$ cat src/rtl/core/structured_cube_element_connectivity_macros.svh
// Assertion macros shared by the connectivity block.
`ifndef STRUCTURED_CUBE_ELEMENT_CONNECTIVITY_MACROS_SVH
`define STRUCTURED_CUBE_ELEMENT_CONNECTIVITY_MACROS_SVH

// Same-cycle implication, disabled while reset is high.
`define SCED_ASSERT_IMPLY(lbl, clk, rst, ante, cons, msg) \
   lbl: assert property (@(posedge clk) disable iff (rst) (ante) |-> (cons)) else $error(msg);

// Next-cycle implication, disabled while reset is high.
`define SCED_ASSERT_NEXT(lbl, clk, rst, ante, cons, msg) \
   lbl: assert property (@(posedge clk) disable iff (rst) (ante) |=> (cons)) else $error(msg);

`endif

$ cat src/rtl/core/sced_pkg.sv
// Shared types and constants of the cube element connectivity block.
package sced_pkg;

   localparam int COORD_W           = 6;
   localparam int NODE_W            = 19;
   localparam int CSR_DATA_W        = 7;
   localparam int MAX_CELLS_DEFAULT = 64;
   localparam int QUEUE_DEPTH_DEF   = 4;
   localparam int TET_W             = 3;
   localparam int RING_N            = 6;

   localparam logic [TET_W-1:0] TET_LAST = TET_W'(RING_N - 1);

   typedef enum logic [1:0] {
      CSR_CELLS_X      = 2'd0,
      CSR_CELLS_Y      = 2'd1,
      CSR_CELLS_Z      = 2'd2,
      CSR_ELEMENT_KIND = 2'd3
   } csr_index_type;

   // One classified cell handed from the front to the back.
   typedef struct packed {
      logic [NODE_W-1:0] base;
      logic [NODE_W-1:0] stride_y;
      logic [NODE_W-1:0] stride_z;
      logic              is_hex;
      logic              err;
   } cell_job_type;

endpackage

$ cat src/rtl/core/sced_if.sv
// Channel interfaces: cell requests, element results and register writes.
interface sced_req_if;
   import sced_pkg::*;
   logic               valid;
   logic               ready;
   logic [COORD_W-1:0] cell_x;
   logic [COORD_W-1:0] cell_y;
   logic [COORD_W-1:0] cell_z;
   modport source (output valid, cell_x, cell_y, cell_z, input ready);
   modport sink (input valid, cell_x, cell_y, cell_z, output ready);
endinterface

interface sced_rsp_if;
   import sced_pkg::*;
   logic              valid;
   logic              ready;
   logic [NODE_W-1:0] node_a;
   logic [NODE_W-1:0] node_b;
   logic [NODE_W-1:0] node_c;
   logic [NODE_W-1:0] node_d;
   logic [NODE_W-1:0] node_e;
   logic [NODE_W-1:0] node_f;
   logic [NODE_W-1:0] node_g;
   logic [NODE_W-1:0] node_h;
   logic              is_hex;
   logic              last_of_cell;
   logic              cell_error;
   modport source (output valid, node_a, node_b, node_c, node_d, node_e, node_f,
                   node_g, node_h, is_hex, last_of_cell, cell_error, input ready);
   modport sink (input valid, node_a, node_b, node_c, node_d, node_e, node_f,
                 node_g, node_h, is_hex, last_of_cell, cell_error, output ready);
endinterface

interface sced_csr_if;
   import sced_pkg::*;
   logic                  valid;
   logic                  ready;
   csr_index_type         index;
   logic [CSR_DATA_W-1:0] data;
   modport source (output valid, index, data, input ready);
   modport sink (input valid, index, data, output ready);
endinterface

$ cat src/rtl/core/structured_cube_element_connectivity.sv
// Path: a request beat is registered in front stages s1 and s2, queued, loaded into
// the working cell and sent from the single output register, one element per cycle
// while rsp_bus.ready holds: one cell per cycle in hex mode or on error, six tets per cell in tet mode.
// The front pipeline and the 4-entry job queue keep taking cells while results wait.
// Reset (synchronous, active high) empties the pipeline and the queue and sets
// the grid to 1 x 1 x 1 cells in tet mode.
module structured_cube_element_connectivity #(
   parameter int MAX_CELLS_PER_AXIS = sced_pkg::MAX_CELLS_DEFAULT,
   parameter int QUEUE_DEPTH        = sced_pkg::QUEUE_DEPTH_DEF
) (
   input  logic       clock,
   input  logic       reset,
   sced_req_if.sink   req_bus,
   sced_rsp_if.source rsp_bus,
   sced_csr_if.sink   csr_bus
);
   import sced_pkg::*;

`include "structured_cube_element_connectivity_macros.svh"

   cell_job_type q_wdata, q_rdata;
   logic         q_push, q_pop, q_full, q_valid;

   sced_front #(
      .MAX_CELLS_PER_AXIS (MAX_CELLS_PER_AXIS)
   ) u_front (
      .clock   (clock),
      .reset   (reset),
      .req_bus (req_bus),
      .csr_bus (csr_bus),
      .q_wdata (q_wdata),
      .q_push  (q_push),
      .q_full  (q_full)
   );

   sced_queue #(
      .DEPTH (QUEUE_DEPTH)
   ) u_queue (
      .clock     (clock),
      .reset     (reset),
      .push      (q_push),
      .wdata     (q_wdata),
      .pop       (q_pop),
      .rdata     (q_rdata),
      .full      (q_full),
      .not_empty (q_valid)
   );

   sced_back u_back (
      .clock   (clock),
      .reset   (reset),
      .q_rdata (q_rdata),
      .q_valid (q_valid),
      .q_pop   (q_pop),
      .rsp_bus (rsp_bus)
   );

   // An error beat carries no nodes and closes its cell.
   `SCED_ASSERT_IMPLY(a_err_clean, clock, reset, rsp_bus.valid && rsp_bus.cell_error, rsp_bus.last_of_cell && !rsp_bus.is_hex && rsp_bus.node_a == '0 && rsp_bus.node_d == '0 && rsp_bus.node_h == '0, "error beat not clean")
   // A tet leaves the upper four nodes at zero.
   `SCED_ASSERT_IMPLY(a_tet_pad, clock, reset, rsp_bus.valid && !rsp_bus.is_hex, rsp_bus.node_e == '0 && rsp_bus.node_f == '0 && rsp_bus.node_g == '0 && rsp_bus.node_h == '0, "tet padding not zero")
   // A hex is the only element of its cell.
   `SCED_ASSERT_IMPLY(a_hex_last, clock, reset, rsp_bus.valid && rsp_bus.is_hex, rsp_bus.last_of_cell && !rsp_bus.cell_error, "hex beat not last")
   // Elements of one cell follow without a gap.
   `SCED_ASSERT_NEXT(a_cell_burst, clock, reset, rsp_bus.valid && rsp_bus.ready && !rsp_bus.last_of_cell, rsp_bus.valid && !rsp_bus.is_hex, "gap inside a cell")

endmodule

$ cat src/rtl/core/sced_front.sv
// Front end: grid registers, bounds check and base node id pipeline.
module sced_front #(
   parameter int MAX_CELLS_PER_AXIS = sced_pkg::MAX_CELLS_DEFAULT
) (
   input  logic                  clock,
   input  logic                  reset,
   sced_req_if.sink              req_bus,
   sced_csr_if.sink              csr_bus,
   output sced_pkg::cell_job_type q_wdata,
   output logic                  q_push,
   input  logic                  q_full
);
   import sced_pkg::*;

   localparam int CNT_W   = $clog2(MAX_CELLS_PER_AXIS + 1);
   localparam int CLAMP_W = (CNT_W > CSR_DATA_W) ? CNT_W : CSR_DATA_W;
   localparam int CMP_W   = (CNT_W > COORD_W) ? CNT_W : COORD_W;

   // Saturate a written count at the axis maximum.
   function automatic logic [CNT_W-1:0] clamp_count(input logic [CSR_DATA_W-1:0] v);
      logic [CLAMP_W-1:0] wide;
      wide = CLAMP_W'(v);
      if (wide > CLAMP_W'(MAX_CELLS_PER_AXIS)) begin
         wide = CLAMP_W'(MAX_CELLS_PER_AXIS);
      end
      return CNT_W'(wide);
   endfunction

   logic [CNT_W-1:0] cells_x_ff, cells_y_ff, cells_z_ff;
   logic             hex_mode_ff;

   logic               s1_valid_ff, s1_err_ff, s1_hex_ff;
   logic [COORD_W-1:0] s1_x_ff, s1_y_ff, s1_z_ff;
   logic               s2_valid_ff, s2_err_ff, s2_hex_ff;
   logic [COORD_W-1:0] s2_x_ff;
   logic [NODE_W-1:0]  s2_zy_ff;

   logic              req_beat, err_in, s1_adv, s2_adv, s1_free, s2_free;
   logic [NODE_W-1:0] px, py, zy_in;

   // Register writes are always taken.
   assign csr_bus.ready = 1'b1;

   always_ff @(posedge clock) begin
      if (reset) begin
         cells_x_ff  <= CNT_W'(1);
         cells_y_ff  <= CNT_W'(1);
         cells_z_ff  <= CNT_W'(1);
         hex_mode_ff <= 1'b0;
      end else if (csr_bus.valid) begin
         unique case (csr_bus.index)
            CSR_CELLS_X:      cells_x_ff  <= clamp_count(csr_bus.data);
            CSR_CELLS_Y:      cells_y_ff  <= clamp_count(csr_bus.data);
            CSR_CELLS_Z:      cells_z_ff  <= clamp_count(csr_bus.data);
            CSR_ELEMENT_KIND: hex_mode_ff <= csr_bus.data[0];
         endcase
      end
   end

   // Stall chain: each stage advances when the one after it has room.
   assign s2_adv        = s2_valid_ff && !q_full;
   assign s2_free       = !s2_valid_ff || s2_adv;
   assign s1_adv        = s1_valid_ff && s2_free;
   assign s1_free       = !s1_valid_ff || s1_adv;
   assign req_bus.ready = s1_free;
   assign req_beat      = req_bus.valid && s1_free;

   // Classify the cell against the grid.
   assign err_in = (CMP_W'(req_bus.cell_x) >= CMP_W'(cells_x_ff))
                || (CMP_W'(req_bus.cell_y) >= CMP_W'(cells_y_ff))
                || (CMP_W'(req_bus.cell_z) >= CMP_W'(cells_z_ff));

   // Node pitches along x and y.
   assign px    = NODE_W'(cells_x_ff) + NODE_W'(1);
   assign py    = NODE_W'(cells_y_ff) + NODE_W'(1);
   assign zy_in = NODE_W'(s1_z_ff) * py + NODE_W'(s1_y_ff);

   always_ff @(posedge clock) begin
      if (reset) begin
         s1_valid_ff <= 1'b0;
         s2_valid_ff <= 1'b0;
      end else begin
         if (s1_free) begin
            s1_valid_ff <= req_bus.valid;
         end
         if (s2_free) begin
            s2_valid_ff <= s1_valid_ff;
         end
      end
   end

   always_ff @(posedge clock) begin
      if (req_beat) begin
         s1_x_ff   <= req_bus.cell_x;
         s1_y_ff   <= req_bus.cell_y;
         s1_z_ff   <= req_bus.cell_z;
         s1_err_ff <= err_in;
         s1_hex_ff <= hex_mode_ff;
      end
      if (s1_adv) begin
         s2_zy_ff  <= zy_in;
         s2_x_ff   <= s1_x_ff;
         s2_err_ff <= s1_err_ff;
         s2_hex_ff <= s1_hex_ff;
      end
   end

   // Finish the base id and the strides, then queue the job.
   assign q_push            = s2_adv;
   assign q_wdata.base      = s2_zy_ff * px + NODE_W'(s2_x_ff);
   assign q_wdata.stride_y  = px;
   assign q_wdata.stride_z  = px * py;
   assign q_wdata.is_hex    = s2_hex_ff;
   assign q_wdata.err       = s2_err_ff;

endmodule

$ cat src/rtl/core/sced_queue.sv
// Short job queue between the front and back ends.
module sced_queue #(
   parameter int DEPTH = sced_pkg::QUEUE_DEPTH_DEF
) (
   input  logic                   clock,
   input  logic                   reset,
   input  logic                   push,
   input  sced_pkg::cell_job_type wdata,
   input  logic                   pop,
   output sced_pkg::cell_job_type rdata,
   output logic                   full,
   output logic                   not_empty
);
   import sced_pkg::*;

   localparam int PTR_W = (DEPTH > 1) ? $clog2(DEPTH) : 1;
   localparam int CNT_W = $clog2(DEPTH + 1);

   cell_job_type     entry_ff [DEPTH];
   logic [PTR_W-1:0] wr_ptr_ff, rd_ptr_ff;
   logic [CNT_W-1:0] count_ff;

   // Advance a pointer with wrap at the depth.
   function automatic logic [PTR_W-1:0] bump(input logic [PTR_W-1:0] p);
      return (p == PTR_W'(DEPTH - 1)) ? '0 : p + PTR_W'(1);
   endfunction

   assign full      = (count_ff == CNT_W'(DEPTH));
   assign not_empty = (count_ff != '0);
   assign rdata     = entry_ff[rd_ptr_ff];

   always_ff @(posedge clock) begin
      if (reset) begin
         wr_ptr_ff <= '0;
         rd_ptr_ff <= '0;
         count_ff  <= '0;
      end else begin
         if (push) begin
            wr_ptr_ff <= bump(wr_ptr_ff);
         end
         if (pop) begin
            rd_ptr_ff <= bump(rd_ptr_ff);
         end
         if (push && !pop) begin
            count_ff <= count_ff + CNT_W'(1);
         end else if (pop && !push) begin
            count_ff <= count_ff - CNT_W'(1);
         end
      end
   end

   always_ff @(posedge clock) begin
      if (push) begin
         entry_ff[wr_ptr_ff] <= wdata;
      end
   end

endmodule

$ cat src/rtl/core/sced_back.sv
// Back end: expands one job into its elements, one element per cycle while rsp_bus.ready holds.
module sced_back (
   input  logic                   clock,
   input  logic                   reset,
   input  sced_pkg::cell_job_type q_rdata,
   input  logic                   q_valid,
   output logic                   q_pop,
   sced_rsp_if.source             rsp_bus
);
   import sced_pkg::*;

   // Working cell: corner nodes and the ring of side nodes around the diagonal.
   logic              w_valid_ff, w_err_ff, w_hex_ff;
   logic [TET_W-1:0]  w_tet_ff;
   logic [NODE_W-1:0] w_c000_ff, w_c111_ff;
   logic [NODE_W-1:0] w_ring_ff [RING_N];

   logic              rsp_valid_ff, is_hex_ff, last_ff, err_ff;
   logic [NODE_W-1:0] na_ff, nb_ff, nc_ff, nd_ff, ne_ff, nf_ff, ng_ff, nh_ff;
   logic              is_hex_in, last_in, err_in;
   logic [NODE_W-1:0] na_in, nb_in, nc_in, nd_in, ne_in, nf_in, ng_in, nh_in;

   logic              out_adv, emit, w_last, load;
   logic [NODE_W-1:0] b_sy, b_sz, b_syz;

   assign out_adv = !rsp_valid_ff || rsp_bus.ready;
   assign emit    = out_adv && w_valid_ff;
   assign w_last  = w_err_ff || w_hex_ff || (w_tet_ff == TET_LAST);
   assign load    = q_valid && (!w_valid_ff || (emit && w_last));
   assign q_pop   = load;

   assign b_sy  = q_rdata.base + q_rdata.stride_y;
   assign b_sz  = q_rdata.base + q_rdata.stride_z;
   assign b_syz = b_sy + q_rdata.stride_z;

   always_ff @(posedge clock) begin
      if (reset) begin
         w_valid_ff <= 1'b0;
         w_tet_ff   <= '0;
      end else if (load) begin
         w_valid_ff <= 1'b1;
         w_tet_ff   <= '0;
      end else if (emit) begin
         w_valid_ff <= !w_last;
         w_tet_ff   <= w_tet_ff + TET_W'(1);
      end
   end

   // Load the corners of a new cell, or rotate the ring after each tet.
   always_ff @(posedge clock) begin
      if (load) begin
         w_err_ff    <= q_rdata.err;
         w_hex_ff    <= q_rdata.is_hex;
         w_c000_ff   <= q_rdata.base;
         w_c111_ff   <= b_syz + NODE_W'(1);
         w_ring_ff[0] <= q_rdata.base + NODE_W'(1);
         w_ring_ff[1] <= b_sy + NODE_W'(1);
         w_ring_ff[2] <= b_sy;
         w_ring_ff[3] <= b_syz;
         w_ring_ff[4] <= b_sz;
         w_ring_ff[5] <= b_sz + NODE_W'(1);
      end else if (emit) begin
         for (int i = 0; i < RING_N - 1; i++) begin
            w_ring_ff[i] <= w_ring_ff[i+1];
         end
         w_ring_ff[RING_N-1] <= w_ring_ff[0];
      end
   end

   // Build the element for the current position.
   always_comb begin
      na_in     = '0;
      nb_in     = '0;
      nc_in     = '0;
      nd_in     = '0;
      ne_in     = '0;
      nf_in     = '0;
      ng_in     = '0;
      nh_in     = '0;
      is_hex_in = 1'b0;
      last_in   = w_last;
      err_in    = w_err_ff;
      if (!w_err_ff) begin
         na_in = w_c000_ff;
         nb_in = w_ring_ff[0];
         nc_in = w_ring_ff[1];
         if (w_hex_ff) begin
            is_hex_in = 1'b1;
            nd_in     = w_ring_ff[2];
            ne_in     = w_ring_ff[4];
            nf_in     = w_ring_ff[5];
            ng_in     = w_c111_ff;
            nh_in     = w_ring_ff[3];
         end else begin
            nd_in = w_c111_ff;
         end
      end
   end

   always_ff @(posedge clock) begin
      if (reset) begin
         rsp_valid_ff <= 1'b0;
      end else if (out_adv) begin
         rsp_valid_ff <= w_valid_ff;
      end
   end

   always_ff @(posedge clock) begin
      if (emit) begin
         na_ff     <= na_in;
         nb_ff     <= nb_in;
         nc_ff     <= nc_in;
         nd_ff     <= nd_in;
         ne_ff     <= ne_in;
         nf_ff     <= nf_in;
         ng_ff     <= ng_in;
         nh_ff     <= nh_in;
         is_hex_ff <= is_hex_in;
         last_ff   <= last_in;
         err_ff    <= err_in;
      end
   end

   assign rsp_bus.valid        = rsp_valid_ff;
   assign rsp_bus.node_a       = na_ff;
   assign rsp_bus.node_b       = nb_ff;
   assign rsp_bus.node_c       = nc_ff;
   assign rsp_bus.node_d       = nd_ff;
   assign rsp_bus.node_e       = ne_ff;
   assign rsp_bus.node_f       = nf_ff;
   assign rsp_bus.node_g       = ng_ff;
   assign rsp_bus.node_h       = nh_ff;
   assign rsp_bus.is_hex       = is_hex_ff;
   assign rsp_bus.last_of_cell = last_ff;
   assign rsp_bus.cell_error   = err_ff;

endmodule
$ cat src/flat_wrapper.sv
// flat-port wrapper written by rule: the top's interface ports become plain ports
module structured_cube_element_connectivity_flat import sced_pkg::*;
#(
   parameter int MAX_CELLS_PER_AXIS = sced_pkg::MAX_CELLS_DEFAULT,
   parameter int QUEUE_DEPTH        = sced_pkg::QUEUE_DEPTH_DEF
)
  (clock, reset, req_bus_valid, req_bus_cell_x, req_bus_cell_y, req_bus_cell_z, req_bus_ready, rsp_bus_valid, rsp_bus_node_a, rsp_bus_node_b, rsp_bus_node_c, rsp_bus_node_d, rsp_bus_node_e, rsp_bus_node_f, rsp_bus_node_g, rsp_bus_node_h, rsp_bus_is_hex, rsp_bus_last_of_cell, rsp_bus_cell_error, rsp_bus_ready, csr_bus_valid, csr_bus_index, csr_bus_data, csr_bus_ready);
  sced_req_if req_bus_i ();
  sced_rsp_if rsp_bus_i ();
  sced_csr_if csr_bus_i ();
  input  logic clock;
  input  logic reset;
  input wire logic [$bits(req_bus_i.valid)-1:0] req_bus_valid;
  input wire logic [$bits(req_bus_i.cell_x)-1:0] req_bus_cell_x;
  input wire logic [$bits(req_bus_i.cell_y)-1:0] req_bus_cell_y;
  input wire logic [$bits(req_bus_i.cell_z)-1:0] req_bus_cell_z;
  output wire logic [$bits(req_bus_i.ready)-1:0] req_bus_ready;
  output wire logic [$bits(rsp_bus_i.valid)-1:0] rsp_bus_valid;
  output wire logic [$bits(rsp_bus_i.node_a)-1:0] rsp_bus_node_a;
  output wire logic [$bits(rsp_bus_i.node_b)-1:0] rsp_bus_node_b;
  output wire logic [$bits(rsp_bus_i.node_c)-1:0] rsp_bus_node_c;
  output wire logic [$bits(rsp_bus_i.node_d)-1:0] rsp_bus_node_d;
  output wire logic [$bits(rsp_bus_i.node_e)-1:0] rsp_bus_node_e;
  output wire logic [$bits(rsp_bus_i.node_f)-1:0] rsp_bus_node_f;
  output wire logic [$bits(rsp_bus_i.node_g)-1:0] rsp_bus_node_g;
  output wire logic [$bits(rsp_bus_i.node_h)-1:0] rsp_bus_node_h;
  output wire logic [$bits(rsp_bus_i.is_hex)-1:0] rsp_bus_is_hex;
  output wire logic [$bits(rsp_bus_i.last_of_cell)-1:0] rsp_bus_last_of_cell;
  output wire logic [$bits(rsp_bus_i.cell_error)-1:0] rsp_bus_cell_error;
  input wire logic [$bits(rsp_bus_i.ready)-1:0] rsp_bus_ready;
  input wire logic [$bits(csr_bus_i.valid)-1:0] csr_bus_valid;
  input wire logic [$bits(csr_bus_i.index)-1:0] csr_bus_index;
  input wire logic [$bits(csr_bus_i.data)-1:0] csr_bus_data;
  output wire logic [$bits(csr_bus_i.ready)-1:0] csr_bus_ready;
  assign req_bus_i.valid = req_bus_valid;
  assign req_bus_i.cell_x = req_bus_cell_x;
  assign req_bus_i.cell_y = req_bus_cell_y;
  assign req_bus_i.cell_z = req_bus_cell_z;
  assign req_bus_ready = req_bus_i.ready;
  assign rsp_bus_valid = rsp_bus_i.valid;
  assign rsp_bus_node_a = rsp_bus_i.node_a;
  assign rsp_bus_node_b = rsp_bus_i.node_b;
  assign rsp_bus_node_c = rsp_bus_i.node_c;
  assign rsp_bus_node_d = rsp_bus_i.node_d;
  assign rsp_bus_node_e = rsp_bus_i.node_e;
  assign rsp_bus_node_f = rsp_bus_i.node_f;
  assign rsp_bus_node_g = rsp_bus_i.node_g;
  assign rsp_bus_node_h = rsp_bus_i.node_h;
  assign rsp_bus_is_hex = rsp_bus_i.is_hex;
  assign rsp_bus_last_of_cell = rsp_bus_i.last_of_cell;
  assign rsp_bus_cell_error = rsp_bus_i.cell_error;
  assign rsp_bus_i.ready = rsp_bus_ready;
  assign csr_bus_i.valid = csr_bus_valid;
  assign csr_bus_i.index = csr_bus_index;
  assign csr_bus_i.data = csr_bus_data;
  assign csr_bus_ready = csr_bus_i.ready;
  structured_cube_element_connectivity #(.MAX_CELLS_PER_AXIS(MAX_CELLS_PER_AXIS), .QUEUE_DEPTH(QUEUE_DEPTH)) u_core (.clock(clock), .reset(reset), .req_bus(req_bus_i), .rsp_bus(rsp_bus_i), .csr_bus(csr_bus_i));
endmodule
$ cat config.mk
export PLATFORM = sky130hd
export DESIGN_NAME = structured_cube_element_connectivity_flat
export DESIGN_NICKNAME = d
export VERILOG_FILES = /design/src/rtl/core/sced_pkg.sv /design/src/rtl/core/sced_if.sv /design/src/rtl/core/structured_cube_element_connectivity.sv /design/src/rtl/core/sced_front.sv /design/src/rtl/core/sced_queue.sv /design/src/rtl/core/sced_back.sv /design/src/flat_wrapper.sv
export VERILOG_INCLUDE_DIRS = /design/src /design/src/rtl/core
export SDC_FILE = /design/constraint.sdc
export NUM_CORES = 1
export LEC_CHECK = 0
export BUFFER_PORTS_ARGS = -buffer_cell sky130_fd_sc_hd__buf_2
export CORE_MARGIN = 1
export CORE_UTILIZATION = 60
export DETAILED_ROUTE_END_ITERATION = 7
export PLACE_DENSITY_LB_ADDON = 0.12
export SYNTH_ARGS = -nofsm -noshare
export SYNTH_HDL_FRONTEND = slang
export SYNTH_SLANG_ARGS = --single-unit
$ cat constraint.sdc
create_clock -name clock -period 19.4 [get_ports clock]
set_clock_uncertainty 0.05 [all_clocks]
set_input_delay 1.94 -clock clock [delete_from_list [all_inputs] [get_ports clock]]
set_output_delay 1.94 -clock clock [all_outputs]
set_load 0.02 [all_outputs]
# Word-level counts from Yosys, hierarchy flattened
# Memory sizes are Yosys's and may differ from the RTL's. A register that Yosys moved wholly into a read port is not among the register bits.
# Index checks and enable logic that the tools add are counted.
[word_totals]
out_inout_bits = 158
word_cells = 133
regBits = 278
mem_bits_rw = 294
memories = 2
in_bits = 32
[classes]
addsub = 16
n_mux = 24
mul = 3
n_eq_ne = 7
n_reduce_logical = 34
bitwise_logic = 7
magnitude_cmp = 4
[mem_list]
columns = ["name", "depth", "word_bits", "rd", "rd_clocked_by_memory_dff", "write_ports", "line_no", "text"]
rows = [
  ["u_core.u_queue.entry_ff", 4, 45, 1, 1, 1, "sced_queue.sv:19", "cell_job_type entry_ff [DEPTH];"],
  ["u_core.u_back.w_ring_ff", 6, 19, 6, 0, 6, "sced_back.sv:16", "logic [NODE_W-1:0] w_ring_ff [RING_N];"],
]
[op_table]
columns = ["operator", "n"]
rows = [
  ["19-bit 2-to-1 mux", 7],
  ["19-bit by 1-bit adder with 19-bit output, second input constant", 4],
  ["19-bit adder", 3],
  ["6-bit by 7-bit greater-or-equal comparator with 1-bit output", 3],
  ["19-bit by 6-bit adder with 19-bit output", 1],
  ["19-bit by 8-bit multiplier with 19-bit output", 1],
  ["7-bit by 1-bit adder with 8-bit output, second input constant", 2],
  ["8-bit by 8-bit multiplier with 16-bit output", 1],
  ["14-bit by 6-bit adder with 15-bit output", 1],
  ["6-bit by 8-bit multiplier with 14-bit output", 1],
  ["1-bit 2-to-1 mux", 10],
  ["2-bit equality test, second input constant", 4],
  ["1-bit logical AND", 8],
  ["1-bit zero test", 8],
  ["1-bit logical OR", 8],
  ["2-bit 2-to-1 mux", 4],
  ["2-bit AND reduction", 4],
  ["7-bit greater-than comparator, second input constant", 1],
  ["7-bit 2-to-1 mux", 1],
  ["3-bit by 1-bit adder with 3-bit output, second input constant", 2],
  ["3-bit equality test, second input constant", 2],
  ["3-bit 2-to-1 mux", 2],
  ["1-bit OR", 6],
  ["2-bit by 1-bit adder with 2-bit output, second input constant", 2],
  ["7 further kinds", 9],
]

# Depth between registers and ports, before layout
# Gate-level depths: netlist of run 1.
[logic_depth]
ltp_word = 9
depth_mapped = 24
mapped_depth_nobuf = 23

# By module
# A second synthesis of run 1 with hierarchy kept.
[hier_totals]
hier_cells = 2893
hier_area_um2 = 35404.0
[by_module_without_submodules]
columns = ["module", "area_each_um2", "n_inst", "cells_each", "seq_area_each_um2"]
rows = [
  ["sced_back", 16011.6, 1, 1383, 9379.0],
  ["sced_front", 10423.7, 1, 1157, 1771.7],
  ["sced_queue", 8968.6, 1, 353, 7267.0],
]

# Worst setup path before layout of run 1
# No wires, ideal clock.
[synth_path]
kind = "reg2reg"
startpoint = "reg u_core.u_queue.count_ff[0]"
endpoint = "mem u_core.u_back.w_ring_ff[0][0] (enable)"
t_arrival_ps = 8459
synth_period_minus_slack_ps = 9253
setup_slack_ps = 10147
path_buffers = 0
setup_time_ps = 744
stages_incl_launch_ff = 3
required_time_ps = 18606
cell_sequence = "dfxtp_1 > nor3_1 > o21ai_0"
[synth_rtl]
columns = ["item", "line_no", "text"]
rows = [
  ["start: declaration", "sced_queue.sv:21", "logic [CNT_W-1:0] count_ff;"],
  ["start signal: assignment", "sced_queue.sv:45", "count_ff <= count_ff + CNT_W'(1);"],
  ["start signal: assignment", "sced_queue.sv:47", "count_ff <= count_ff - CNT_W'(1);"],
  ["end: declaration", "sced_back.sv:16", ""],
]

==> metrics.log, run 1 <==
[metrics] number of buffers between clock root and the deepest sink: 3
[metrics] routed length per instance: between 20 and 25 um
[metrics] Post-Layout Cell Count: 3663
[metrics] Root Buffer Master: sky130_fd_sc_hd__clkbuf_16
[metrics] slew at the pin with the worst max-slew slack: ~1.0 ns
[metrics] final-layout setup total negative slack: 0 ns
[metrics] maximum clock frequency: about 140 MHz
[metrics] critical path capture point type: flip-flop
[metrics] Detailed Route Iter0 Violations: ~1500
[metrics] Detail Placement HPWL: ~56000 um
[metrics] sequential cell area: approximately 0.017 mm^2
[metrics] data arrival time at the worst-slack endpoint: about 7.4 ns
[metrics] area used by multi-input combinational logic: roughly 0.015 mm^2
[metrics] DIE WIDTH: 236 um
[metrics] clock transition at the registers of the reported paths: roughly 0.060 ns
[metrics] setup repair after global routing missed its margin: no
[metrics] Yosys Warn Count: 0
[metrics] part of the Yosys area used for sequential elements: between 50% and 60%
[metrics] clock latency of the later-clocked register in the worst-skew pair: a little over 0.6 ns
[metrics] Critical Path Source Type: flip-flop
[metrics] EDFF count, synth: between 500 and 600
[metrics] placement row count: 85
[metrics] Die ar.: around 0.055 mm^2
[metrics] Biggest register: u_core.u_queue.entry_ff
[metrics] fin crit period: 7.12 ns
[metrics] maximum number of pins on one net before global-route repair: 100
[metrics] remaining global-route overflow: 0
[metrics] count of cell types in the netlist: 82
[metrics] registers with the highest flip-flop counts: u_core.u_queue.entry_ff (180), u_core.u_back.w_ring_ff (114)
[metrics] overall global routing resource usage: about 28%
[metrics] H-tree depth: 2
[metrics] total clock sinks: 570
[metrics] type of the most critical hold path: flip-flop to flip-flop
[metrics] Gates resized, CTS repair: 0
[metrics] routed via count divided by cell count: approximately 5.7
[metrics] nets in the synthesized netlist: between 3000 and 4000
[metrics] wire length after detailed routing: around 76000 um
[metrics] number of flip-flops in the largest register: 180
[metrics] number of hold-slack violations in the final timing report: 0
[metrics] number of global-route vias before repair: 21000
[metrics] worst path cell trace: buf_4 > mux4_2 > ha_1 > a211oi_1 > o211ai_1 > a31oi_1 > nor2b_1 > xnor2_1 > inv_1 > ha_1 > a31o_2 > nor3_1 > a21oi_1 > maj3_2 > a21oi_1 > xnor2_1 > nand4_2 > nor4_2 > xnor2_1
[metrics] Num CTS Buffers: 58
[metrics] peak supply drop: roughly 0.12 mV
[metrics] fraction of the cycle the final worst path needs: 36.7%
[metrics] hold-fix buffers at CTS: 0
[metrics] standby leakage power: between 0.01 and 0.015 uW
[metrics] count of buffers from port buffering: ~190
[metrics] outcome: complete, no violations
[metrics] power per cell area: 181 mW/mm^2
[metrics] WP data required: 19.71 ns
[metrics] routed vias: 21000
[metrics] register bit total from synthesis: 570
[metrics] critical path peak fanout: 34
[metrics] Final nets: 3283
[metrics] gp weighted congestion: roughly 0.96
[metrics] library cell appearing most often on the critical path: sky130_fd_sc_hd__xnor2_1
[metrics] total setup violations reported at the end of the flow: 0
[metrics] Netlist Area Pre-Place: between 0.03 and 0.04 mm^2
[metrics] largest stage delay on the critical path: 0.71 ns
[metrics] post-synthesis cell count: between 2000 and 3000
[metrics] Layout fillers: approximately 4000
[metrics] Post-Place Cells: approximately 3600
[metrics] fraction of registers with async set/reset: 0%
[metrics] post-route ant nets: 0
[metrics] Post-Place Worst Slack: between 10 and 15 ns
[metrics] DRC errors left: 0
[metrics] number of antenna violations at the first check in global routing: 0
[metrics] relative max-transition margin: a little under a third
[metrics] count of antenna diodes in the layout: 0
[metrics] CTS tree: built
[metrics] initial standard-cell utilization of the core: 60.8%
[metrics] number of top-level design ports: 190
[metrics] core footprint: ~0.054 mm^2
[metrics] startpoint-to-endpoint class of the critical path: flip-flop to flip-flop
[metrics] synthesis-to-layout area growth: 10.6%
[metrics] share of final-layout standard cells stronger than drive strength 1: around 13%
[metrics] length of the first detailed-routing pass in iterations: 7
[metrics] wire length of the first global-routing pass: approximately 120000 um
[metrics] max-capacitance violation count: 0
[metrics] Synth Flop Type: sky130_fd_sc_hd__edfxtp_1
[metrics] synthesized area per cell: between 10 and 15 um^2
[metrics] cell with the largest stage delay on the worst path: sky130_fd_sc_hd__mux4_2
[metrics] worst slack on hold paths: about 0.37 ns
[metrics] worst setup slack after layout: approximately 12 ns
[metrics] Chip Height: about 240 um
[metrics] post-CTS setup-driven buffer insertion count: 0
[metrics] final-report max-slew violation count: 0
-- power breakdown --
part           internal (uW)  switching, uW
registers               2010            183
clock network            605            459
logic                   1090           2200
total                   3710           2840
-- critical path, delay by kind of cell (launching register included) --
family	cells	cell delay [ns]
AOI/OAI and AO/OA	6	1.74
xor gates and xnor gates	3	1.05
adders and majority gates	3	1.20
buffers and inverters	2	0.76
DFF	1	0.59
muxes	1	0.71
and+or+nand+nor	4	0.70
-- per-stage QoR --
stage               power [uW]  util, %  instance area (um^2)
floorplan                 4450        -                 32700
global placement          5410     63.9                 34400
detailed placement        5460     63.9                 34400
CTS                       6530     67.2                 36200
global route              6920     67.3                 36200
finish                    6550     67.3                 36200
-- cells in the final DEF, fill, tap and decap left out, types with 10 or more instances in the layout --
master and count:
sky130_fd_sc_hd__edfxtp_1 532, sky130_fd_sc_hd__nand2_1 292, sky130_fd_sc_hd__inv_1 275, sky130_fd_sc_hd__buf_2 188, sky130_fd_sc_hd__and2_1 185, sky130_fd_sc_hd__ha_1 184
sky130_fd_sc_hd__nor2_1 161, sky130_fd_sc_hd__fa_1 147, sky130_fd_sc_hd__xnor2_1 98, sky130_fd_sc_hd__nor2b_1 95, sky130_fd_sc_hd__a21oi_1 89, sky130_fd_sc_hd__o21ai_0 86
sky130_fd_sc_hd__clkbuf_16 59, sky130_fd_sc_hd__xor2_1 54, sky130_fd_sc_hd__mux4_2 45, sky130_fd_sc_hd__nor3_1 42, sky130_fd_sc_hd__nand3_1 37, sky130_fd_sc_hd__dfxtp_1 36
sky130_fd_sc_hd__mux2i_1 30, sky130_fd_sc_hd__buf_4 27, sky130_fd_sc_hd__a21o_1 26, sky130_fd_sc_hd__and3_1 23, sky130_fd_sc_hd__clkbuf_1 18, sky130_fd_sc_hd__nand2b_1 17
sky130_fd_sc_hd__or3_1 12, sky130_fd_sc_hd__nor4_1 12, sky130_fd_sc_hd__clkinv_1 11, sky130_fd_sc_hd__clkinv_2 10
-- final cells by class --
class | instances | area share [%]
Sequential cell | 570 | 46.2
Multi-Input combinational cell | 1795 | 40.3
Clock buffer | 79 | 4.34
Timing Repair Buffer | 216 | 3.21
Inverter | 279 | 2.91
Tap cell | 696 | 2.41
Clock inverter | 28 | 0.608
-- cell families after synthesis --
kind of cell             Yosys count  share of synthesized area, %
flip-flops                       570                          51.1
other                              1                        0.0115
AND/OR/NAND/NOR                  930                          14.3
multiplexers                      75                          4.01
AO/OA/AOI/OAI                    303                          5.86
adder cells (fa/ha/maj)          332                          16.1
buffers and inverters            379                          4.47
XOR/XNOR                         154                          4.17
-- synth_stat cells, types with 17 or more instances --
| cell type | number | area share, % |
|---|---|---|
| sky130_fd_sc_hd__and2_1 | 189 | 3.6 |
| sky130_fd_sc_hd__o21ai_0 | 87 | 1.3 |
| sky130_fd_sc_hd__dfxtp_1 | 38 | 2.3 |
| sky130_fd_sc_hd__fa_1 | 147 | 9.0 |
| sky130_fd_sc_hd__a21o_1 | 26 | 0.60 |
| sky130_fd_sc_hd__clkbuf_1 | 80 | 0.92 |
| sky130_fd_sc_hd__ha_1 | 184 | 7.0 |
| sky130_fd_sc_hd__and3_1 | 23 | 0.44 |
| sky130_fd_sc_hd__inv_1 | 276 | 3.2 |
| sky130_fd_sc_hd__mux4_2 | 45 | 3.1 |
| sky130_fd_sc_hd__edfxtp_1 | 532 | 49 |
| sky130_fd_sc_hd__nor2_1 | 162 | 1.9 |
| sky130_fd_sc_hd__nor2b_1 | 97 | 1.9 |
| sky130_fd_sc_hd__a21oi_1 | 90 | 1.4 |
| sky130_fd_sc_hd__nand2_1 | 293 | 3.4 |
| sky130_fd_sc_hd__nor3_1 | 42 | 0.64 |
| sky130_fd_sc_hd__xor2_1 | 54 | 1.4 |
| sky130_fd_sc_hd__xnor2_1 | 99 | 2.6 |
| sky130_fd_sc_hd__nand2b_1 | 17 | 0.32 |
| sky130_fd_sc_hd__nand3_1 | 37 | 0.57 |
| sky130_fd_sc_hd__mux2i_1 | 30 | 0.92 |
-- layer usage --
| metal | wire length [um] | share of wire, % | GRT usage [%] | up-vias |
|---|---|---|---|---|
| met3 | 3370 | 4.5 | 2.98 | 158 |
| met1 | 30900 | 41 | 35.4 | 10400 |
| li1 | - | - | - | 9817 |
| met2 | 37900 | 50 | 47.3 | 612 |
| met4 | 3580 | 4.7 | 12.9 | 0 |
| met5 | 0 | 0 | 0 | - |
-- worst paths after layout --
kind | start | to | slack (ns) | cells past startpoint
setup / recovery | flip-flop | u_core.u_back.w_c111_ff[18]$_DFFE_PP_ | 12.28 | 19
hold / removal | u_core.u_front.s1_x_ff[1]$_DFFE_PP_ | u_core.u_front.s2_x_ff[1]$_DFFE_PP_ | 0.37 | 0
setup reg to reg | flip-flop | u_core.u_back.w_c111_ff[18]$_DFFE_PP_ | 12.28 | 19
hold reg to reg | u_core.u_front.s1_x_ff[1]$_DFFE_PP_ | u_core.u_front.s2_x_ff[1]$_DFFE_PP_ | 0.37 | 0
No activity file was read; power rests on OpenSTA's default activity.
==> run 2, diff against run 1 <==
clock period = 6.6 ns   (was 19.4 ns; I/O delays follow)
==> run 2 against run 1 <==
Compared with the run above: via count about the same; non-clock buffer count up 18; wire length down 0.37%; critical path depth up 2; largest power group unchanged; global-route usage up 0.096 points; worst setup slack worse by 12 ns; design area up 0.60%; clock-buffer cell count down 3; final cell count up 0.44%; die area unchanged.
==> metrics.log, run 2 (synthesis results as in run 1) <==
[metrics] DIE WIDTH: 236 um (unchanged)
[metrics] routed length per instance: 20.5 um (was 20.7 um)
[metrics] WP data required: 6.89 ns (was 19.71 ns)
[metrics] final-layout setup total negative slack: 0 ns (unchanged)
[metrics] number of buffers between clock root and the deepest sink: 3 (unchanged)
[metrics] worst path cell trace: ha_1 > nand3_1 > nor3_1 > xnor2_1 > inv_1 > buf_4 > and2_1 > fa_1 > fa_1 > fa_1 > inv_1 > fa_1 > inv_1 > ha_1 > inv_1 > o21ai_0 > a41oi_1 > a21o_1 > o21ai_0 > nor4_1 > a311oi_1 (was buf_4 > mux4_2 > ha_1 > a211oi_1 > o211ai_1 > a31oi_1 > nor2b_1 > xnor2_1 > inv_1 > ha_1 > a31o_2 > nor3_1 > a21oi_1 > maj3_2 > a21oi_1 > xnor2_1 > nand4_2 > nor4_2 > xnor2_1)
[metrics] sequential cell area: 0.0167 mm^2 (unchanged)
[metrics] Layout fillers: 3984 (was 4012)
[metrics] total setup violations reported at the end of the flow: 0 (unchanged)
[metrics] top cell family by delay on the critical path: adder cells (was compound AO/OA/AOI/OAI gates)
[metrics] routed via count divided by cell count: 5.70 (was 5.73)
[metrics] registers with the highest flip-flop counts: u_core.u_queue.entry_ff (180), u_core.u_back.w_ring_ff (114) (unchanged)
[metrics] Final nets: 3301 (was 3283)
[metrics] CTS tree: built (unchanged)
[metrics] Biggest register: u_core.u_queue.entry_ff (unchanged)
[metrics] count of antenna diodes in the layout: 0 (unchanged)
[metrics] share of final-layout standard cells stronger than drive strength 1: 13.4% (was 12.8%)
[metrics] standby leakage power: 0.0146 uW (was 0.0144 uW)
[metrics] peak supply drop: 0.415 mV (was 0.121 mV)
[metrics] count of buffers from port buffering: 188 (unchanged)
[metrics] largest stage delay on the critical path: 0.54 ns (was 0.71 ns)
[metrics] Detail Placement HPWL: 56700 um (was 56500 um)
[metrics] Detailed Route Iter0 Violations: 1405 (was 1532)
[metrics] hold-fix buffers at CTS: 0 (unchanged)
[metrics] share of the core filled with cells in the final layout: 67.7% (was 67.3%)
[metrics] Register-to-Register Setup Slack: 0.53 ns (was 12.28 ns)
[metrics] setup repair after global routing missed its margin: no (unchanged)
[metrics] maximum clock frequency: 165 MHz (was 140 MHz)
[metrics] wire length of the first global-routing pass: 118000 um (about the same)
[metrics] area used by multi-input combinational logic: 0.0146 mm^2 (unchanged)
[metrics] fin crit period: 6.07 ns (was 7.12 ns)
[metrics] critical path capture point type: flip-flop (unchanged)
[metrics] outcome: complete, no violations (unchanged)
[metrics] routed vias: 21000 (about the same)
[metrics] number of global-route vias before repair: 21300 (was 21000)
[metrics] type of the most critical hold path: input port to flip-flop (was flip-flop to flip-flop)
[metrics] fraction of the cycle the final worst path needs: 92.0% (was 36.7%)
[metrics] total clock sinks: 570 (unchanged)
[metrics] initial standard-cell utilization of the core: 60.8% (unchanged)
[metrics] final-report max-slew violation count: 0 (unchanged)
[metrics] max-capacitance violation count: 0 (unchanged)
[metrics] startpoint-to-endpoint class of the critical path: flip-flop to flip-flop (unchanged)
[metrics] most common library cell in the layout ignoring fill and taps: sky130_fd_sc_hd__edfxtp_1 (unchanged)
[metrics] gp weighted congestion: 0.906 (was 0.959)
[metrics] Chip Height: 236 um (unchanged)
[metrics] remaining global-route overflow: 0 (unchanged)
[metrics] worst slack on hold paths: 0.198 ns (was 0.369 ns)
[metrics] synthesis-to-layout area growth: 11.3% (was 10.6%)
[metrics] number of top-level design ports: 190 (unchanged)
[metrics] relative max-transition margin: 17.1% (was 30.9%)
[metrics] Num CTS Buffers: 58 (unchanged)
[metrics] DRC errors left: 0 (unchanged)
[metrics] Critical Path Source Type: flip-flop (unchanged)
[metrics] slew at the pin with the worst max-slew slack: 1.24 ns (was 1.04 ns)
[metrics] placement row count: 85 (unchanged)
[metrics] Root Buffer Master: sky130_fd_sc_hd__clkbuf_16 (unchanged)
[metrics] number of antenna violations at the first check in global routing: 0 (unchanged)
[metrics] overall global routing resource usage: 27.7% (was 27.6%)
[metrics] number of flip-flops in the largest register: 180 (unchanged)
[metrics] H-tree depth: 2 (unchanged)
[metrics] number of hold-slack violations in the final timing report: 0 (unchanged)
[metrics] power per cell area: 534 mW/mm^2 (was 181 mW/mm^2)
[metrics] critical path peak fanout: 16 (was 34)
[metrics] data arrival time at the worst-slack endpoint: 6.36 ns (was 7.43 ns)
[metrics] clock transition at the registers of the reported paths: 0.06 ns (about the same)
[metrics] total buffers and inverters traversed by the critical path: 5 (was 2)
[metrics] core footprint: 0.0538 mm^2 (unchanged)
[metrics] wire length after detailed routing: 75400 um (was 75700 um)
[metrics] cell with the largest stage delay on the worst path: sky130_fd_sc_hd__fa_1 (was sky130_fd_sc_hd__mux4_2)
[metrics] clock latency of the later-clocked register in the worst-skew pair: 0.61 ns (was 0.62 ns)
[metrics] Die ar.: 0.0555 mm^2 (unchanged)
[metrics] leading cell types in the layout, fill and taps excluded: sky130_fd_sc_hd__edfxtp_1, sky130_fd_sc_hd__nand2_1, sky130_fd_sc_hd__inv_1 (unchanged)
[metrics] post-route ant nets: 0 (unchanged)
[metrics] maximum number of pins on one net before global-route repair: 139 (was 100)
[metrics] length of the first detailed-routing pass in iterations: 5 (was 7)
==> run 2: cell type report <==
cell class / count / area share (%)
sequential: 570 / 46.0
multi-input combinational: 1795 / 40.0
clock buffer: 76 / 4.43
timing repair buffer: 234 / 3.60
inverter: 279 / 2.89
tap: 696 / 2.39
clock inverter: 29 / 0.684
==> run 2: report_power, final <==
group	leakage (uW)	switching (uW)	internal (uW)	total, uW
Sequential	0.00537	536	5910	6450
Clock	0.000909	1370	1840	3210
Combinational	0.00829	6410	3370	9780
Total	0.0146	8320	11100	19400
==> run 2: stage by stage <==
step | total power [uW] | instance area [um^2] | setup slack [ns] | instances
4_1_cts | 19400 | 36400 | 0.474 | 3679
3_3_place_gp | 16000 | 34500 | 0.727 | 3574
3_5_place_dp | 16200 | 34500 | 0.507 | 3574
6_report | 19400 | 36400 | 0.528 | 3679
2_1_floorplan | 13000 | 32700 | 0.131 | 2744
5_1_grt | 20500 | 36400 | 0.0254 | 3679
==> run 2: path summary, 6_finish.rpt <==
check | depth (start not counted) | start | to
worst max-delay path | 21 | u_core.u_front.cells_x_ff[1]$_SDFFE_PP0P_ | u_core.u_queue.entry_ff[1][44]$_DFFE_PP_
worst max register to register | 21 | u_core.u_front.cells_x_ff[1]$_SDFFE_PP0P_ | u_core.u_queue.entry_ff[1][44]$_DFFE_PP_
worst min register to register | 0 | u_core.u_front.s1_x_ff[1]$_DFFE_PP_ | u_core.u_front.s2_x_ff[1]$_DFFE_PP_
worst min-delay path | 1 | req_bus_cell_z[0] | u_core.u_front.s1_z_ff[0]$_DFFE_PP_
==> run 2: what timing repair did <==
| item | 4_1_cts | 5_1_grt |
|---|---|---|
| buffers inserted | 0 | 0 |
| gates resized for setup | 0 | 1 |
| setup endpoints to repair | 0 | 4 |
==> run 2: routing by layer <==
metal / global-route usage (%) / share of wire, % / vias to the layer above
li1: - / - / 9834
met2: 47.8 / 50 / 610
met1: 35.0 / 40 / 10400
met4: 13.4 / 5.0 / 0
met3: 2.99 / 4.4 / 163
met5: 0 / 0 / -
==> run 3, diff against run 2 <==
CORE_MARGIN = 10   (was 1)
==> run 3 against run 2 <==
Compared with the run above: non-clock buffer count up 4; worst hold slack gained 0.00054 ns; sequential power hardly changed; global-route usage down 3.6 points; sequential share of layout area is 0.056 points lower; clock-buffer cell count up 2; wire length increased by 2.1%; final cell count increased by 0.16%; via count shrank 0.22%; design area up 0.14%; worst setup slack got worse by 0.064 ns.
==> metrics.log, run 3 (synthesis results as in run 1) <==
[metrics] gp weighted congestion: 0.951 (was 0.906)
[metrics] startpoint-to-endpoint class of the critical path: flip-flop to flip-flop (unchanged)
[metrics] maximum clock frequency: 163 MHz (was 165 MHz)
[metrics] Root Buffer Master: sky130_fd_sc_hd__clkbuf_16 (unchanged)
[metrics] worst path cell trace: ha_1 > nand3_1 > nor3_1 > xnor2_1 > inv_1 > buf_4 > and2_1 > fa_1 > fa_1 > fa_1 > inv_1 > fa_1 > inv_1 > ha_1 > inv_1 > o21ai_0 > a41oi_1 > a21o_1 > o21ai_1 > nor4_1 > a311oi_2 (was ha_1 > nand3_1 > nor3_1 > xnor2_1 > inv_1 > buf_4 > and2_1 > fa_1 > fa_1 > fa_1 > inv_1 > fa_1 > inv_1 > ha_1 > inv_1 > o21ai_0 > a41oi_1 > a21o_1 > o21ai_0 > nor4_1 > a311oi_1)
[metrics] overall global routing resource usage: 24.1% (was 27.7%)
[metrics] post-route ant nets: 0 (unchanged)
[metrics] maximum number of pins on one net before global-route repair: 89 (was 139)
[metrics] data arrival time at the worst-slack endpoint: 6.48 ns (was 6.36 ns)
[metrics] final-layout setup total negative slack: 0 ns (unchanged)
[metrics] Chip Height: 254 um (was 236 um)
[metrics] H-tree depth: 2 (unchanged)
[metrics] length of the first detailed-routing pass in iterations: 5 (unchanged)
[metrics] cell with the largest stage delay on the worst path: sky130_fd_sc_hd__fa_1 (unchanged)
[metrics] GR Util met3: 3.46% (was 2.99%)
[metrics] post-CTS setup-driven buffer insertion count: 0 (unchanged)
[metrics] Post-Place Cells: 3578 (was 3574)
[metrics] fraction of the cycle the final worst path needs: 93.0% (was 92.0%)
[metrics] total clock sinks: 570 (unchanged)
[metrics] Gates resized, CTS repair: 0 (unchanged)
[metrics] number of flip-flops in the largest register: 180 (unchanged)
[metrics] largest stage delay on the critical path: 0.54 ns (about the same)
[metrics] count of antenna diodes in the layout: 0 (unchanged)
[metrics] slew at the pin with the worst max-slew slack: 1.30 ns (was 1.24 ns)
[metrics] fin crit period: 6.14 ns (was 6.07 ns)
[metrics] cells on worst reg2reg path: 21 (unchanged)
[metrics] Post-Place Worst Slack: 0.260 ns (was 0.507 ns)
[metrics] Die ar.: 0.0643 mm^2 (was 0.0555 mm^2)
[metrics] peak supply drop: 0.304 mV (was 0.415 mV)
[metrics] synthesis-to-layout area growth: 11.4% (was 11.3%)
[metrics] outcome: complete, no violations (unchanged)
[metrics] WP data required: 6.94 ns (was 6.89 ns)
[metrics] count of buffers from port buffering: 188 (unchanged)
[metrics] leading cell types in the layout, fill and taps excluded: sky130_fd_sc_hd__edfxtp_1, sky130_fd_sc_hd__nand2_1, sky130_fd_sc_hd__inv_1 (unchanged)
[metrics] startpoint of the most critical register-to-register path: u_core.u_front.cells_x_ff[1]$_SDFFE_PP0P_ (unchanged)
[metrics] wire length after detailed routing: 77000 um (was 75400 um)
[metrics] clock latency of the later-clocked register in the worst-skew pair: 0.61 ns (about the same)
[metrics] met2 demand-to-capacity share in global routing: 42.1% (was 47.8%)
[metrics] Detailed Route Iter0 Violations: 1636 (was 1405)
[metrics] number of global-route vias before repair: 21300 (about the same)
[metrics] global routing's busiest layer: met2 (unchanged)
[metrics] final-report max-slew violation count: 0 (unchanged)
[metrics] Crit Reg-Reg Endpoint: u_core.u_queue.entry_ff[0][44]$_DFFE_PP_ (was u_core.u_queue.entry_ff[1][44]$_DFFE_PP_)
[metrics] Biggest register: u_core.u_queue.entry_ff (unchanged)
[metrics] registers with the highest flip-flop counts: u_core.u_queue.entry_ff (180), u_core.u_back.w_ring_ff (114) (unchanged)
[metrics] Final nets: 3306 (was 3301)
[metrics] critical path peak fanout: 16 (unchanged)
[metrics] number of buffers between clock root and the deepest sink: 3 (unchanged)
[metrics] power per cell area: 533 mW/mm^2 (was 534 mW/mm^2)
[metrics] number of top-level design ports: 190 (unchanged)
[metrics] Critical Path Source Type: flip-flop (unchanged)
[metrics] standby leakage power: 0.0146 uW (about the same)
[metrics] Num CTS Buffers: 59 (was 58)
[metrics] Detail Placement HPWL: 58400 um (was 56700 um)
[metrics] Post-Layout Cell Count: 3685 (was 3679)
[metrics] worst setup slack after layout: 0.464 ns (was 0.528 ns)
[metrics] routed vias: 20900 (was 21000)
[metrics] end point of the critical path: u_core.u_queue.entry_ff[0][44]$_DFFE_PP_ (was u_core.u_queue.entry_ff[1][44]$_DFFE_PP_)
[metrics] DIE WIDTH: 254 um (was 236 um)
[metrics] number of hold-slack violations in the final timing report: 0 (unchanged)
[metrics] met1 capacity usage during global routing: 29.3% (was 35.0%)
[metrics] total setup violations reported at the end of the flow: 0 (unchanged)
[metrics] type of the most critical hold path: input port to flip-flop (unchanged)
[metrics] most common library cell in the layout ignoring fill and taps: sky130_fd_sc_hd__edfxtp_1 (unchanged)
[metrics] max-capacitance violation count: 0 (unchanged)
[metrics] clock transition at the registers of the reported paths: 0.06 ns (about the same)
[metrics] hold-fix buffers at CTS: 0 (unchanged)
[metrics] number of antenna violations at the first check in global routing: 0 (unchanged)
[metrics] routed via count divided by cell count: 5.68 (was 5.70)
[metrics] core footprint: 0.0539 mm^2 (was 0.0538 mm^2)
[metrics] remaining global-route overflow: 0 (unchanged)
[metrics] Crit. Startpoint: u_core.u_front.cells_x_ff[1]$_SDFFE_PP0P_ (unchanged)
[metrics] number of logic stages on the critical path including buffering: 21 (unchanged)
[metrics] CTS tree: built (unchanged)
[metrics] wire length of the first global-routing pass: 120000 um (was 118000 um)
[metrics] critical path capture point type: flip-flop (unchanged)
[metrics] setup repair after global routing missed its margin: no (unchanged)
[metrics] placement row count: 85 (unchanged)
[metrics] Register-to-Register Setup Slack: 0.46 ns (was 0.53 ns)
[metrics] DRC errors left: 0 (unchanged)
[metrics] routed length per instance: 20.9 um (was 20.5 um)
[metrics] initial standard-cell utilization of the core: 60.7% (was 60.8%)
[metrics] share of final-layout standard cells stronger than drive strength 1: 13.8% (was 13.4%)
[metrics] relative max-transition margin: 13.2% (was 17.1%)
[metrics] top cell family by delay on the critical path: adder cells (unchanged)
[metrics] total buffers and inverters traversed by the critical path: 5 (unchanged)
-- run 3: power by group --
part,switching (uW),leakage [uW],internal (uW)
clock,1360,0.000931,1850
combinational,6390,0.00830,3390
sequential,526,0.00537,5910
-- run 3: worst min-delay path by stage --
stage | from | to | depth (start not counted)
after floorplan | u_core.u_front.s1_err_ff$_DFFE_PP_ | u_core.u_front.s2_err_ff$_DFFE_PP_ | 0
after global placement | u_core.u_front.s1_x_ff[0]$_DFFE_PP_ | u_core.u_front.s2_x_ff[0]$_DFFE_PP_ | 0
after detailed placement | u_core.u_front.s1_x_ff[4]$_DFFE_PP_ | u_core.u_front.s2_x_ff[4]$_DFFE_PP_ | 0
after CTS | req_bus_cell_y[0] | u_core.u_front.s1_y_ff[0]$_DFFE_PP_ | 1
after global routing | req_bus_cell_y[0] | u_core.u_front.s1_y_ff[0]$_DFFE_PP_ | 1
final | req_bus_cell_y[0] | u_core.u_front.s1_y_ff[0]$_DFFE_PP_ | 1
-- run 3: final cells by class --
class                   instances  area [um^2]
fillers                      3941        17500
flip-flops and latches        570        16700
multi-input cells            1795        14600
clock buffers                  78         1630
repair buffers                238         1330
inverters                     279         1050
well taps                     696          871
clock inverters                29          244
-- run 3: metrics by stage --
stage	area [um^2]	power [uW]	hold slack [ns]	utilization, %
floorplan	32700	13000	0.350	-
global route	36500	20600	0.176	67.6
detailed placement	34600	16200	0.356	64.1
global placement	34600	16000	0.354	64.1
finish	36500	19400	0.198	67.6
CTS	36400	19400	0.160	67.6
-- run 3: worst reg2reg max path, stage by stage (launching register included) --
cell and delay (ns):
sky130_fd_sc_hd__dfxtp_1 0.40, sky130_fd_sc_hd__ha_1 0.22, sky130_fd_sc_hd__nand3_1 0.22, sky130_fd_sc_hd__nor3_1 0.27
sky130_fd_sc_hd__xnor2_1 0.19, sky130_fd_sc_hd__inv_1 0.21, sky130_fd_sc_hd__buf_4 0.25, sky130_fd_sc_hd__and2_1 0.18
sky130_fd_sc_hd__fa_1 0.49, sky130_fd_sc_hd__fa_1 0.52, sky130_fd_sc_hd__fa_1 0.54, sky130_fd_sc_hd__inv_1 0.05
sky130_fd_sc_hd__fa_1 0.52, sky130_fd_sc_hd__inv_1 0.04, sky130_fd_sc_hd__ha_1 0.31, sky130_fd_sc_hd__inv_1 0.05
sky130_fd_sc_hd__o21ai_0 0.26, sky130_fd_sc_hd__a41oi_1 0.18, sky130_fd_sc_hd__a21o_1 0.23, sky130_fd_sc_hd__o21ai_1 0.25
sky130_fd_sc_hd__nor4_1 0.09, sky130_fd_sc_hd__a311oi_2 0.38
-- run 3: per-layer routing --
metal  vias up  wire length [um]
met2       595             38900
met5         -                 0
met1     10300             30600
met4         0              3820
li1       9845                 -
met3       157              3640
